[src/zeis_pkg.sv]
// Shared types, constants and width helpers for the zone edge intensity sums block.
`timescale 1ns / 1ps

package zeis_pkg;

    localparam int MAX_ZONE_SIZE_DEF = 64;
    localparam int REG_W             = 7;
    localparam int REG_MAX           = 127;
    localparam int PIX_W             = 8;
    localparam int LEVEL_W           = 10;
    localparam int LEVEL_SCALE       = 1000;
    localparam int FULL_INTENSITY    = 255;
    localparam int QUOT_BITS         = 10;
    localparam int STEP_W            = $clog2(QUOT_BITS);
    localparam int LANES             = 5;
    localparam int QUEUE_DEPTH       = 2;

    localparam logic [REG_W-1:0] WIDTH_RST  = 7'd8;
    localparam logic [REG_W-1:0] HEIGHT_RST = 7'd16;

    localparam int LANE_LEFT   = 0;
    localparam int LANE_RIGHT  = 1;
    localparam int LANE_TOP    = 2;
    localparam int LANE_BOTTOM = 3;
    localparam int LANE_CENTER = 4;

    typedef enum logic [0:0] {
        CFG_ZONE_WIDTH  = 1'b0,
        CFG_ZONE_HEIGHT = 1'b1
    } t_cfg_index;

    typedef enum logic [1:0] {
        S_IDLE,
        S_DIV,
        S_HOLD
    } t_back_state;

    // Largest zone side that a 7-bit register can select under the given maximum.
    function automatic int eff_max(input int max_size);
        eff_max = (max_size < REG_MAX) ? max_size : REG_MAX;
    endfunction

    function automatic int size_w(input int max_size);
        size_w = $clog2(eff_max(max_size) + 1);
    endfunction

    function automatic int cnt_w(input int max_size);
        cnt_w = $clog2(eff_max(max_size));
    endfunction

    function automatic int sum_w(input int max_size);
        sum_w = $clog2(eff_max(max_size) * eff_max(max_size) * FULL_INTENSITY + 1);
    endfunction

endpackage

[src/zeis_front.sv]
// Front part: configuration registers, pixel position counters and the five strip sums.
`timescale 1ns / 1ps

module zeis_front
    import zeis_pkg::*;
#(
    parameter int MAX_ZONE_SIZE = MAX_ZONE_SIZE_DEF
) (
    input  logic                                          i_clk,
    input  logic                                          i_rst_n,
    input  logic                                          i_cfg_we,
    input  logic                                          i_cfg_index,
    input  logic [REG_W-1:0]                              i_cfg_wdata,
    input  logic                                          i_in_valid,
    output logic                                          o_in_stall,
    input  logic [PIX_W-1:0]                              i_pixel_red,
    input  logic                                          i_q_full,
    output logic                                          o_q_push,
    output logic [LANES-1:0][sum_w(MAX_ZONE_SIZE)-1:0]    o_q_sums,
    output logic [sum_w(MAX_ZONE_SIZE)-1:0]               o_q_full_scale
);

    localparam int EFF_MAX = eff_max(MAX_ZONE_SIZE);
    localparam int SIZE_W  = size_w(MAX_ZONE_SIZE);
    localparam int CNT_W   = cnt_w(MAX_ZONE_SIZE);
    localparam int SUM_W   = sum_w(MAX_ZONE_SIZE);

    logic [REG_W-1:0]                r_zone_width;
    logic [REG_W-1:0]                r_zone_height;
    logic [CNT_W-1:0]                r_col;
    logic [CNT_W-1:0]                r_row;
    logic [LANES-1:0][SUM_W-1:0]     r_sum;

    logic [CNT_W-1:0]                n_col;
    logic [CNT_W-1:0]                n_row;
    logic [LANES-1:0][SUM_W-1:0]     n_sum;
    logic [LANES-1:0][SUM_W-1:0]     add_sum;
    logic [LANES-1:0]                hit;

    logic [SIZE_W-1:0]               w;
    logic [SIZE_W-1:0]               h;
    logic [SIZE_W-1:0]               lb;
    logic [SIZE_W-1:0]               rb;
    logic [SIZE_W-1:0]               tb;
    logic [SIZE_W-1:0]               bb;
    logic [SIZE_W-1:0]               x;
    logic [SIZE_W-1:0]               y;
    logic [2*SIZE_W-1:0]             wh;
    logic                            accept;
    logic                            row_end;
    logic                            zone_end;

    always_comb begin
        priority if (r_zone_width == '0) begin
            w = SIZE_W'(1);
        end else if (32'(r_zone_width) > 32'(EFF_MAX)) begin
            w = SIZE_W'(EFF_MAX);
        end else begin
            w = SIZE_W'(r_zone_width);
        end
        priority if (r_zone_height == '0) begin
            h = SIZE_W'(1);
        end else if (32'(r_zone_height) > 32'(EFF_MAX)) begin
            h = SIZE_W'(EFF_MAX);
        end else begin
            h = SIZE_W'(r_zone_height);
        end

        lb = w >> 2;
        rb = w - lb;
        tb = h >> 2;
        bb = h - tb;
        x  = SIZE_W'(r_col);
        y  = SIZE_W'(r_row);

        hit[LANE_LEFT]   = (x <= lb);
        hit[LANE_RIGHT]  = (x >= rb);
        hit[LANE_TOP]    = (y <= tb);
        hit[LANE_BOTTOM] = (y >= bb);
        hit[LANE_CENTER] = (x >= lb) && (x <= rb) && (y >= tb) && (y <= bb);

        for (int k = 0; k < LANES; k++) begin
            add_sum[k] = hit[k] ? (r_sum[k] + SUM_W'(i_pixel_red)) : r_sum[k];
        end

        row_end  = ((x + SIZE_W'(1)) >= w);
        zone_end = row_end && ((y + SIZE_W'(1)) >= h);

        n_col = row_end ? '0 : (r_col + CNT_W'(1));
        if (!row_end) begin
            n_row = r_row;
        end else if (zone_end) begin
            n_row = '0;
        end else begin
            n_row = r_row + CNT_W'(1);
        end
        n_sum = zone_end ? '0 : add_sum;

        wh = w * h;
    end

    assign o_in_stall     = i_q_full;
    assign accept         = i_in_valid && !i_q_full;
    assign o_q_push       = accept && zone_end;
    assign o_q_sums       = add_sum;
    assign o_q_full_scale = SUM_W'({wh, 8'b0}) - SUM_W'(wh);

    always_ff @(posedge i_clk) begin
        if (!i_rst_n) begin
            r_zone_width  <= WIDTH_RST;
            r_zone_height <= HEIGHT_RST;
            r_col         <= '0;
            r_row         <= '0;
            r_sum         <= '0;
        end else if (i_cfg_we) begin
            unique case (t_cfg_index'(i_cfg_index))
                CFG_ZONE_WIDTH:  r_zone_width  <= i_cfg_wdata;
                CFG_ZONE_HEIGHT: r_zone_height <= i_cfg_wdata;
                default:         r_zone_width  <= r_zone_width;
            endcase
            r_col <= '0;
            r_row <= '0;
            r_sum <= '0;
        end else if (accept) begin
            r_col <= n_col;
            r_row <= n_row;
            r_sum <= n_sum;
        end
    end

endmodule

[src/zeis_queue.sv]
// Short request queue holding finished zone sums between the front and back parts.
`timescale 1ns / 1ps

module zeis_queue
    import zeis_pkg::*;
#(
    parameter int WIDTH = 8,
    parameter int DEPTH = QUEUE_DEPTH
) (
    input  logic             i_clk,
    input  logic             i_rst_n,
    input  logic             i_push,
    input  logic [WIDTH-1:0] i_push_data,
    output logic             o_full,
    output logic             o_valid,
    input  logic             i_pop,
    output logic [WIDTH-1:0] o_data
);

    localparam int PTR_W   = (DEPTH > 1) ? $clog2(DEPTH) : 1;
    localparam int COUNT_W = $clog2(DEPTH + 1);

    logic [WIDTH-1:0]   r_mem [DEPTH];
    logic [PTR_W-1:0]   r_wr_ptr;
    logic [PTR_W-1:0]   r_rd_ptr;
    logic [COUNT_W-1:0] r_count;

    assign o_full  = (r_count == COUNT_W'(DEPTH));
    assign o_valid = (r_count != '0);
    assign o_data  = r_mem[r_rd_ptr];

    always_ff @(posedge i_clk) begin
        if (i_push) begin
            r_mem[r_wr_ptr] <= i_push_data;
        end
    end

    always_ff @(posedge i_clk) begin
        if (!i_rst_n) begin
            r_wr_ptr <= '0;
            r_rd_ptr <= '0;
            r_count  <= '0;
        end else begin
            if (i_push) begin
                r_wr_ptr <= (r_wr_ptr == PTR_W'(DEPTH - 1)) ? '0 : (r_wr_ptr + PTR_W'(1));
            end
            if (i_pop) begin
                r_rd_ptr <= (r_rd_ptr == PTR_W'(DEPTH - 1)) ? '0 : (r_rd_ptr + PTR_W'(1));
            end
            if (i_push && !i_pop) begin
                r_count <= r_count + COUNT_W'(1);
            end else if (i_pop && !i_push) begin
                r_count <= r_count - COUNT_W'(1);
            end
        end
    end

endmodule

[src/zeis_back.sv]
// Back part: five-lane restoring divider that scales the zone sums to per-mille levels.
`timescale 1ns / 1ps

module zeis_back
    import zeis_pkg::*;
#(
    parameter int MAX_ZONE_SIZE = MAX_ZONE_SIZE_DEF
) (
    input  logic                                          i_clk,
    input  logic                                          i_rst_n,
    input  logic                                          i_q_valid,
    input  logic [LANES-1:0][sum_w(MAX_ZONE_SIZE)-1:0]    i_q_sums,
    input  logic [sum_w(MAX_ZONE_SIZE)-1:0]               i_q_full_scale,
    output logic                                          o_q_pop,
    output logic                                          o_out_valid,
    input  logic                                          i_out_stall,
    output logic [LANES-1:0][LEVEL_W-1:0]                 o_levels
);

    localparam int SUM_W = sum_w(MAX_ZONE_SIZE);
    localparam int NUM_W = SUM_W + QUOT_BITS;

    t_back_state                    r_state;
    t_back_state                    n_state;
    logic [LANES-1:0][NUM_W-1:0]    r_rem;
    logic [NUM_W-1:0]               r_dsh;
    logic [STEP_W-1:0]              r_step;
    logic [LANES-1:0][LEVEL_W-1:0]  r_quo;
    logic [LANES-1:0][LEVEL_W-1:0]  r_level;
    logic                           r_out_valid;
    logic                           load_out;
    logic [LANES-1:0]               ge;

    always_ff @(posedge i_clk) begin
        if (!i_rst_n) begin
            r_state <= S_IDLE;
        end else begin
            r_state <= n_state;
        end
    end

    always_comb begin
        n_state  = r_state;
        o_q_pop  = 1'b0;
        load_out = 1'b0;
        unique case (r_state)
            S_IDLE: begin
                if (i_q_valid) begin
                    o_q_pop = 1'b1;
                    n_state = S_DIV;
                end
            end
            S_DIV: begin
                if (r_step == '0) begin
                    n_state = S_HOLD;
                end
            end
            S_HOLD: begin
                if (!r_out_valid || !i_out_stall) begin
                    load_out = 1'b1;
                    n_state  = S_IDLE;
                end
            end
            default: n_state = S_IDLE;
        endcase
    end

    always_comb begin
        for (int k = 0; k < LANES; k++) begin
            ge[k] = (r_rem[k] >= r_dsh);
        end
    end

    always_ff @(posedge i_clk) begin
        if (o_q_pop) begin
            for (int k = 0; k < LANES; k++) begin
                r_rem[k] <= NUM_W'(i_q_sums[k]) * NUM_W'(LEVEL_SCALE);
            end
            r_dsh  <= NUM_W'(i_q_full_scale) << (QUOT_BITS - 1);
            r_step <= STEP_W'(QUOT_BITS - 1);
        end else if (r_state == S_DIV) begin
            for (int k = 0; k < LANES; k++) begin
                if (ge[k]) begin
                    r_rem[k] <= r_rem[k] - r_dsh;
                end
                r_quo[k] <= {r_quo[k][LEVEL_W-2:0], ge[k]};
            end
            r_dsh  <= r_dsh >> 1;
            r_step <= r_step - STEP_W'(1);
        end
        if (load_out) begin
            r_level <= r_quo;
        end
    end

    always_ff @(posedge i_clk) begin
        if (!i_rst_n) begin
            r_out_valid <= 1'b0;
        end else if (load_out) begin
            r_out_valid <= 1'b1;
        end else if (!i_out_stall) begin
            r_out_valid <= 1'b0;
        end
    end

    assign o_out_valid = r_out_valid;
    assign o_levels    = r_level;

`ifndef SYNTHESIS
    for (genvar k = 0; k < LANES; k++) begin : g_chk
        a_level_range: assert property (@(posedge i_clk) disable iff (!i_rst_n)
            r_out_valid |-> (r_level[k] <= LEVEL_W'(LEVEL_SCALE)))
            else $error("Level above full scale on lane %0d.", k);
        a_rem_bound: assert property (@(posedge i_clk) disable iff (!i_rst_n)
            (r_state == S_DIV) |-> ({1'b0, r_rem[k]} < {r_dsh, 1'b0}))
            else $error("Divider remainder out of range on lane %0d.", k);
    end
    a_pop_valid: assert property (@(posedge i_clk) disable iff (!i_rst_n)
        o_q_pop |-> i_q_valid)
        else $error("Queue popped while empty.");
`endif

endmodule

[src/zone_edge_intensity_sums_top.sv]
// Top level of the zone edge intensity sums block.
`timescale 1ns / 1ps

// Pixels of a zone are taken in raster order at one per cycle unless the input stalls.
// When a zone's last pixel is accepted, its five sums enter a two-entry queue and the
// front starts the next zone at once. A five-lane restoring divider takes one zone from
// the queue, multiplies its sums by 1000 as it loads them, works out ten quotient bits
// and then hands the levels to the output register; it takes the next zone only after
// that. The input stalls only while both queue entries hold finished zones, which can
// happen with zones that are finished faster than the divider empties the queue, or a
// stalled output. Writing either size register restarts the current zone.
module zone_edge_intensity_sums_top
    import zeis_pkg::*;
#(
    parameter int MAX_ZONE_SIZE = MAX_ZONE_SIZE_DEF
) (
    input  logic               i_clk,
    input  logic               i_rst_n,
    input  logic               i_cfg_we,
    input  logic               i_cfg_index,
    input  logic [REG_W-1:0]   i_cfg_wdata,
    input  logic               i_in_valid,
    output logic               o_in_stall,
    input  logic [PIX_W-1:0]   i_pixel_red,
    output logic               o_out_valid,
    input  logic               i_out_stall,
    output logic [LEVEL_W-1:0] o_left_level,
    output logic [LEVEL_W-1:0] o_right_level,
    output logic [LEVEL_W-1:0] o_top_level,
    output logic [LEVEL_W-1:0] o_bottom_level,
    output logic [LEVEL_W-1:0] o_center_level
);

    localparam int SUM_W = sum_w(MAX_ZONE_SIZE);
    localparam int Q_W   = (LANES + 1) * SUM_W;

    logic                           q_push;
    logic                           q_full;
    logic                           q_valid;
    logic                           q_pop;
    logic [LANES-1:0][SUM_W-1:0]    push_sums;
    logic [SUM_W-1:0]               push_full_scale;
    logic [LANES-1:0][SUM_W-1:0]    pop_sums;
    logic [SUM_W-1:0]               pop_full_scale;
    logic [Q_W-1:0]                 pop_data;
    logic [LANES-1:0][LEVEL_W-1:0]  levels;

    zeis_front #(
        .MAX_ZONE_SIZE(MAX_ZONE_SIZE)
    ) u_front (
        .i_clk          (i_clk),
        .i_rst_n        (i_rst_n),
        .i_cfg_we       (i_cfg_we),
        .i_cfg_index    (i_cfg_index),
        .i_cfg_wdata    (i_cfg_wdata),
        .i_in_valid     (i_in_valid),
        .o_in_stall     (o_in_stall),
        .i_pixel_red    (i_pixel_red),
        .i_q_full       (q_full),
        .o_q_push       (q_push),
        .o_q_sums       (push_sums),
        .o_q_full_scale (push_full_scale)
    );

    zeis_queue #(
        .WIDTH(Q_W),
        .DEPTH(QUEUE_DEPTH)
    ) u_queue (
        .i_clk       (i_clk),
        .i_rst_n     (i_rst_n),
        .i_push      (q_push),
        .i_push_data ({push_full_scale, push_sums}),
        .o_full      (q_full),
        .o_valid     (q_valid),
        .i_pop       (q_pop),
        .o_data      (pop_data)
    );

    assign pop_sums       = pop_data[LANES*SUM_W-1:0];
    assign pop_full_scale = pop_data[Q_W-1:LANES*SUM_W];

    zeis_back #(
        .MAX_ZONE_SIZE(MAX_ZONE_SIZE)
    ) u_back (
        .i_clk          (i_clk),
        .i_rst_n        (i_rst_n),
        .i_q_valid      (q_valid),
        .i_q_sums       (pop_sums),
        .i_q_full_scale (pop_full_scale),
        .o_q_pop        (q_pop),
        .o_out_valid    (o_out_valid),
        .i_out_stall    (i_out_stall),
        .o_levels       (levels)
    );

    assign o_left_level   = levels[LANE_LEFT];
    assign o_right_level  = levels[LANE_RIGHT];
    assign o_top_level    = levels[LANE_TOP];
    assign o_bottom_level = levels[LANE_BOTTOM];
    assign o_center_level = levels[LANE_CENTER];

endmodule

[config.mk]
export PLATFORM = sky130hd
export DESIGN_NAME = zone_edge_intensity_sums_top
export DESIGN_NICKNAME = d
export VERILOG_FILES = /design/src/zeis_pkg.sv /design/src/zeis_front.sv /design/src/zeis_queue.sv /design/src/zeis_back.sv /design/src/zone_edge_intensity_sums_top.sv
export SDC_FILE = /design/constraint.sdc
export NUM_CORES = 2
export LEC_CHECK = 0
export BUFFER_PORTS_ARGS = -buffer_cell sky130_fd_sc_hd__buf_2
export CAP_MARGIN = 15
export CELL_PAD_IN_SITES_DETAIL_PLACEMENT = 0
export CELL_PAD_IN_SITES_GLOBAL_PLACEMENT = 1
export CORE_AREA = 2 2 368 370
export DETAILED_ROUTE_END_ITERATION = 10
export DIE_AREA = 0 0 370 372
export GPL_TIMING_DRIVEN = 0
export PLACE_DENSITY_LB_ADDON = 0.1
export SLEW_MARGIN = 5
export SYNTH_ARGS = -nofsm -noshare
export SYNTH_HDL_FRONTEND = slang
export SYNTH_SLANG_ARGS = --single-unit
[constraint.sdc]
create_clock -name i_clk -period 11.1 [get_ports i_clk]
set_clock_uncertainty 0.15 [all_clocks]
set_input_delay 1.665 -clock i_clk [delete_from_list [all_inputs] [get_ports i_clk]]
set_output_delay 1.665 -clock i_clk [all_outputs]
set_load 0.03 [all_outputs]
# Yosys cells after proc, flatten, opt, wreduce, memory -nomap -nowiden
# Memory sizes are Yosys's and may differ from the RTL's. A register that Yosys moved wholly into a read port is not among the register bits.
# Cells that the tools add are included.
[totals]
mem_count = 1
input_bits = 21
elab_cells = 174
output_inout_bits = 52
register_bits = 416
ram_bits = 240
[mem_list]
columns = ["name", "depth", "width", "read_ports", "rd_ports_with_merged_regs", "write_ports", "line", "text"]
rows = [
  ["u_queue.r_mem", 2, 120, 1, 1, 1, "zeis_queue.sv:23", "logic [WIDTH-1:0] r_mem [DEPTH];"],
]
[classes]
add_sub_neg = 22
magnitude_cmp = 17
n_mux = 39
reduce_logical = 42
n_eq_ne = 7
mul = 6
n_bitwise = 3
[op_table]
columns = ["op", "n"]
rows = [
  ["$mux 150", 2],
  ["$ge 30x29->1", 5],
  ["$mux 30", 5],
  ["$sub 30x29->30", 5],
  ["$mul 20x7->27 const B", 5],
  ["$add 20x8->20", 5],
  ["$mux 100", 1],
  ["$mux 20", 5],
  ["$mux 29", 2],
  ["$mux 7", 4],
  ["$reduce_and 2->1", 14],
  ["$sub 20x14->20", 1],
  ["$reduce_bool 2->1", 8],
  ["$add 6x1->7 const B", 2],
  ["$ge 6x7->1", 2],
  ["$ge 7x7->1", 2],
  ["$gt 7x7->1 const B", 2],
  ["$le 6x7->1", 2],
  ["$logic_not 7->1", 2],
  ["$mul 7x7->14", 1],
  ["$sub 7x5->7", 2],
  ["$add 6x1->6 const B", 2],
  ["$ge 6x5->1", 2],
  ["$le 6x5->1", 2],
  ["other kinds (20)", 53],
]

# Depth between registers and ports, before layout
[logic_depth]
ltp_word = 10
ltp_mapped = 29
depth_no_buf = 29

# Hierarchy
# Synthesis repeated with hierarchy kept, for this count alone.
[hier_totals]
cells_unflattened = 5405
area_unflattened_um2 = 55469.4
[modules_own_cells]
columns = ["module", "area_each_um2", "n_inst", "cells_each", "seq_area_each_um2"]
rows = [
  ["zeis_back", 34446.8, 1, 3496, 8277.9],
  ["zeis_front", 12110.4, 1, 1514, 2522.4],
  ["zeis_queue", 8912.3, 1, 395, 7307.0],
]

# Least setup slack after synthesis
# Ideal clock, no wire load.
[synth_path]
path_type = "flip-flop to flip-flop"
start = "reg u_front.r_zone_width[1]"
end = "mem u_queue.r_mem[0][0] in the netlist's numbering, enable pin"
t_arrival_ns = 10.426
required_time_ns = 10.204
path_stages_with_launch = 15
path_buffers = 1
path_slack_ns = -0.221
setup_time_ns = 0.746
synth_period_minus_slack_ns = 11.321
cell_sequence = "dfxtp_1 -> or4_1 -> nor2_1 -> o21a_1 -> ha_1 -> nand2b_1 -> a21o_1 -> a21o_1 -> a21o_1 -> a21o_1 -> a21o_1 -> a21o_1 -> clkbuf_1 -> nand2_1 -> nor3_1"
[synth_via]
elab_chain_cells = 8
elab_cells_between_ends = 9
classes_between = "order compare: 2; mux: 4; reduce/logical: 3"
[synth_rtl]
columns = ["item", "line", "text"]
rows = [
  ["from (decl)", "zeis_front.sv:28", "logic [REG_W-1:0] r_zone_width;"],
  ["from (signal assigned)", "zeis_front.sv:117", "CFG_ZONE_WIDTH: r_zone_width <= i_cfg_wdata;"],
  ["from (signal assigned)", "zeis_front.sv:119", "default: r_zone_width <= r_zone_width;"],
  ["$gt 7x7->1", "zeis_front.sv:56", "end else if (32'(r_zone_width) > 32'(EFF_MAX)) begin"],
  ["$mux 7", "zeis_front.sv:56", ""],
  ["$mux 7 (*)", "zeis_front.sv:54", "priority if (r_zone_width == '0) begin"],
  ["$ge 7x7->1 (*)", "zeis_front.sv:86", "row_end = ((x + SIZE_W'(1)) >= w);"],
  ["$logic_and 1x1->1 (*)", "zeis_front.sv:87", "zone_end = row_end && ((y + SIZE_W'(1)) >= h);"],
  ["$logic_and 1x1->1 (*)", "zeis_front.sv:104", "assign o_q_push = accept && zone_end;"],
  ["$mux 1 (*)", "zeis_queue.sv:33", "if (i_push) begin"],
  ["$mux 1 (not written as such) (*)", "zeis_queue.sv:34", "r_mem[r_wr_ptr] <= i_push_data;"],
  ["to (decl)", "zeis_queue.sv:23", ""],
]
# Every way passes the cells marked *; elsewhere a longest branch is shown, timed or not.

==> out/results.ini <==
[synthesis]
synth_nets = 6017
synth_edf_count = 495
seq_area_frac_synth_pct = 34.1
synthFlopType = edfxtp_1
synthCells = 5032
yosys_warnings = 0
syn-cell-area_sq_um = 53100
avgSynthCellArea_sq_um = 10.6
ys_types = 92
ys_ff_latch = 657
async_flop_share_pct = 0

[clocking]
cts_setup_buffers = 0
cts_buffer_depth = 3
clkTransAtPathRegs_ns = 0.06
cts_buffers = 83
cts_tree = done
clock-root-buffer = clkbuf_16
cts_max_level = 3
clkSinkCount = 657
postCtsHoldBufs = 0
cts.repair.resized = 0
clock_latency_ns = 0.71

[timing]
timing.final.crit_share_pct = 74.5
fmax_ghz = 0.121
period_minus_slack_ns = 8.27
setup_viol = 0
hold_viol = 0
rsz0062_at_grt = false
tightest_slew_ns = 1.21
slew_headroom_pct = 19.6
holdWs_ns = 0.268
slew_violations = 0

[layout]
drive_gt1_share_pct = 7.36
fin_nets = 6197
area_growth_pct = 11.2
fillers = 12928

[outcome]
status = completed

[global_routing]
grt_overflow = 0
grt_max_degree = 49
grt_use_total_pct = 21.8
grt_pass1_vias = 36453
grt_pass1_wl_mm = 225
antenna_found_initial = 3

[place]
place.port_buffers = 71
gp_congestion = 0.821
dp_hpwl_mm = 115

[drt]
drt_iter0_drc = 2347
dr.pass1.iters = 5
wl_per_cell_microns = 21.2
ant_nets = 0
vias = 36812
viasPerCell = 5.21
drt_wl_total_mm = 149
drc = 0

[hold_path]
hold_class = flop to flop

[run]
maxCapViolCount = 0

[worst_setup_path]
arrival_ns = 8.51
cp-end-kind = flop
cp_max_fo = 10
criticalPathCategory = flop to flop
crit_path_start_kind = flop
required_ns = 11.34

[die]
die_x_microns = 370
io_pins = 73
die-area_sq_um = 138000
core_area_sq_um = 134000
std_cell_rows = 135
start_util_pct = 39.5
dieHeight_microns = 372

## layer usage
layer / track usage, % / wire length, microns / vias up
li1: - / - / 18191
met1: 30.9 / 71900 / 17808
met2: 34.0 / 65700 / 619
met3: 2.68 / 6590 / 194
met4: 8.04 / 5320 / 0
met5: 0 / 0 / -
## synth_stat cells, types with 20 or more instances
library cell,instances,area share (%)
nor2_1,249,1.8
o21bai_1,57,0.81
nor2b_1,41,0.48
and3_1,41,0.48
edfxtp_1,495,28
a31oi_1,36,0.42
and2_1,20,0.24
o21ai_0,217,2.0
o21a_1,52,0.74
nor3_1,51,0.48
o22ai_1,120,1.4
clkbuf_1,89,0.63
a21o_1,153,2.2
a211oi_1,24,0.34
nand4_1,33,0.39
mux2i_1,48,0.90
a22oi_1,29,0.41
ha_1,578,14
xnor2_1,219,3.6
xor2_1,160,2.6
dfxtp_1,162,6.1
a21oi_1,282,2.7
inv_1,635,4.5
mux2_2,98,2.1
nand3_1,92,0.87
nand2_1,280,2.0
a22o_1,30,0.49
or3_1,22,0.26
fa_1,386,15
nand2b_1,56,0.66
## final cells by class
type / count / area (sq um) / area share, %
Antenna cell: 4 / 10.0 / 0.0169
Buffer: 111 / 460 / 0.780
Clock buffer: 104 / 2250 / 3.81
Clock inverter: 51 / 613 / 1.04
Inverter: 638 / 2390 / 4.05
Multi-Input combinational cell: 3626 / 32200 / 54.5
Sequential cell: 657 / 18100 / 30.7
Tap cell: 1781 / 2230 / 3.77
Timing Repair Buffer: 95 / 825 / 1.40
## through the flow
stage | setup TNS (ns) | cells | instance area (sq um) | util (%) | worst slack (ns)
after global placement | -56.12 | 6884 | 55700 | 41.5 | -0.507
after CTS | 0 | 7062 | 59000 | 44.0 | 2.57
after detailed placement | 0 | 6907 | 56200 | 41.8 | 2.67
final | 0 | 7067 | 59100 | 44.0 | 2.83
after floorplan | 0 | 5032 | 53100 | - | 3.45
after global routing | 0 | 7063 | 59100 | 44.0 | 2.39
## flip-flops by register name, indices dropped and copies added, names as in the netlist, 2 cells and up, named ones only
name and count:
u_back.o_levels 50, u_back.r_dsh 29, u_back.r_quo 50, u_back.r_rem 150, u_back.r_state 2, u_back.r_step 4, u_front.r_col 6, u_front.r_row 6
u_front.r_sum 100, u_front.r_zone_height 7, u_front.r_zone_width 7, u_queue.r_count 2, u_queue.r_mem 240
## worst max-delay path: stages (launching register included)
cell and delay (ns):
dfxtp_1 0.44, clkbuf_1 0.75, buf_1 0.87, mux2i_1 0.69, inv_1 0.31, fa_1 0.56, inv_1 0.05, fa_1 0.49
inv_1 0.05, fa_1 0.52, fa_1 0.42, ha_1 0.33, o21ai_0 0.12, nand2_1 0.09, nand4_1 0.16, o311ai_0 0.59
a221oi_1 0.25, o21ai_0 0.49, a31oi_1 0.15, a41oi_1 0.21, xnor2_1 0.15, o22ai_1 0.10
## layout by cell type (no fill, tap or decap), types with 87 or more instances in the layout
cell / instances
dfxtp_1: 162
inv_1: 635
fa_1: 386
xnor2_1: 219
nor2_1: 249
nand2_1: 280
clkbuf_16: 87
mux2_2: 98
o21ai_0: 217
nand3_1: 92
a21oi_1: 281
ha_1: 578
a21o_1: 153
clkbuf_1: 104
xor2_1: 160
o22ai_1: 120
edfxtp_1: 495
## cells by family after synthesis
logic type,count (synthesis),synth area share (%)
AOI/OAI and AO/OA,1178,14.5
buffers and inverters,749,5.37
DFF,657,34.1
xor gates and xnor gates,379,6.25
muxes,146,2.98
adders and majority gates,964,28.2
and+or+nand+nor,959,8.64
## final timing paths
path                                           startpoint                           end  slack, ns  cells past startpoint
worst max-delay path                                 flop    u_back.r_rem[58]$_DFFE_PP_       2.83                     21
worst min-delay path            u_back.r_quo[9]$_DFFE_PP_  u_back.o_levels[9]$_DFFE_PP_       0.27                      0
worst max register to register                       flop    u_back.r_rem[58]$_DFFE_PP_       2.83                     21
worst min register to register  u_back.r_quo[9]$_DFFE_PP_  u_back.o_levels[9]$_DFFE_PP_       0.27                      0
Power is left out: the tool's default activity adds up to more than one toggle a clock period on the data nets, which glitch-free logic cannot reach.
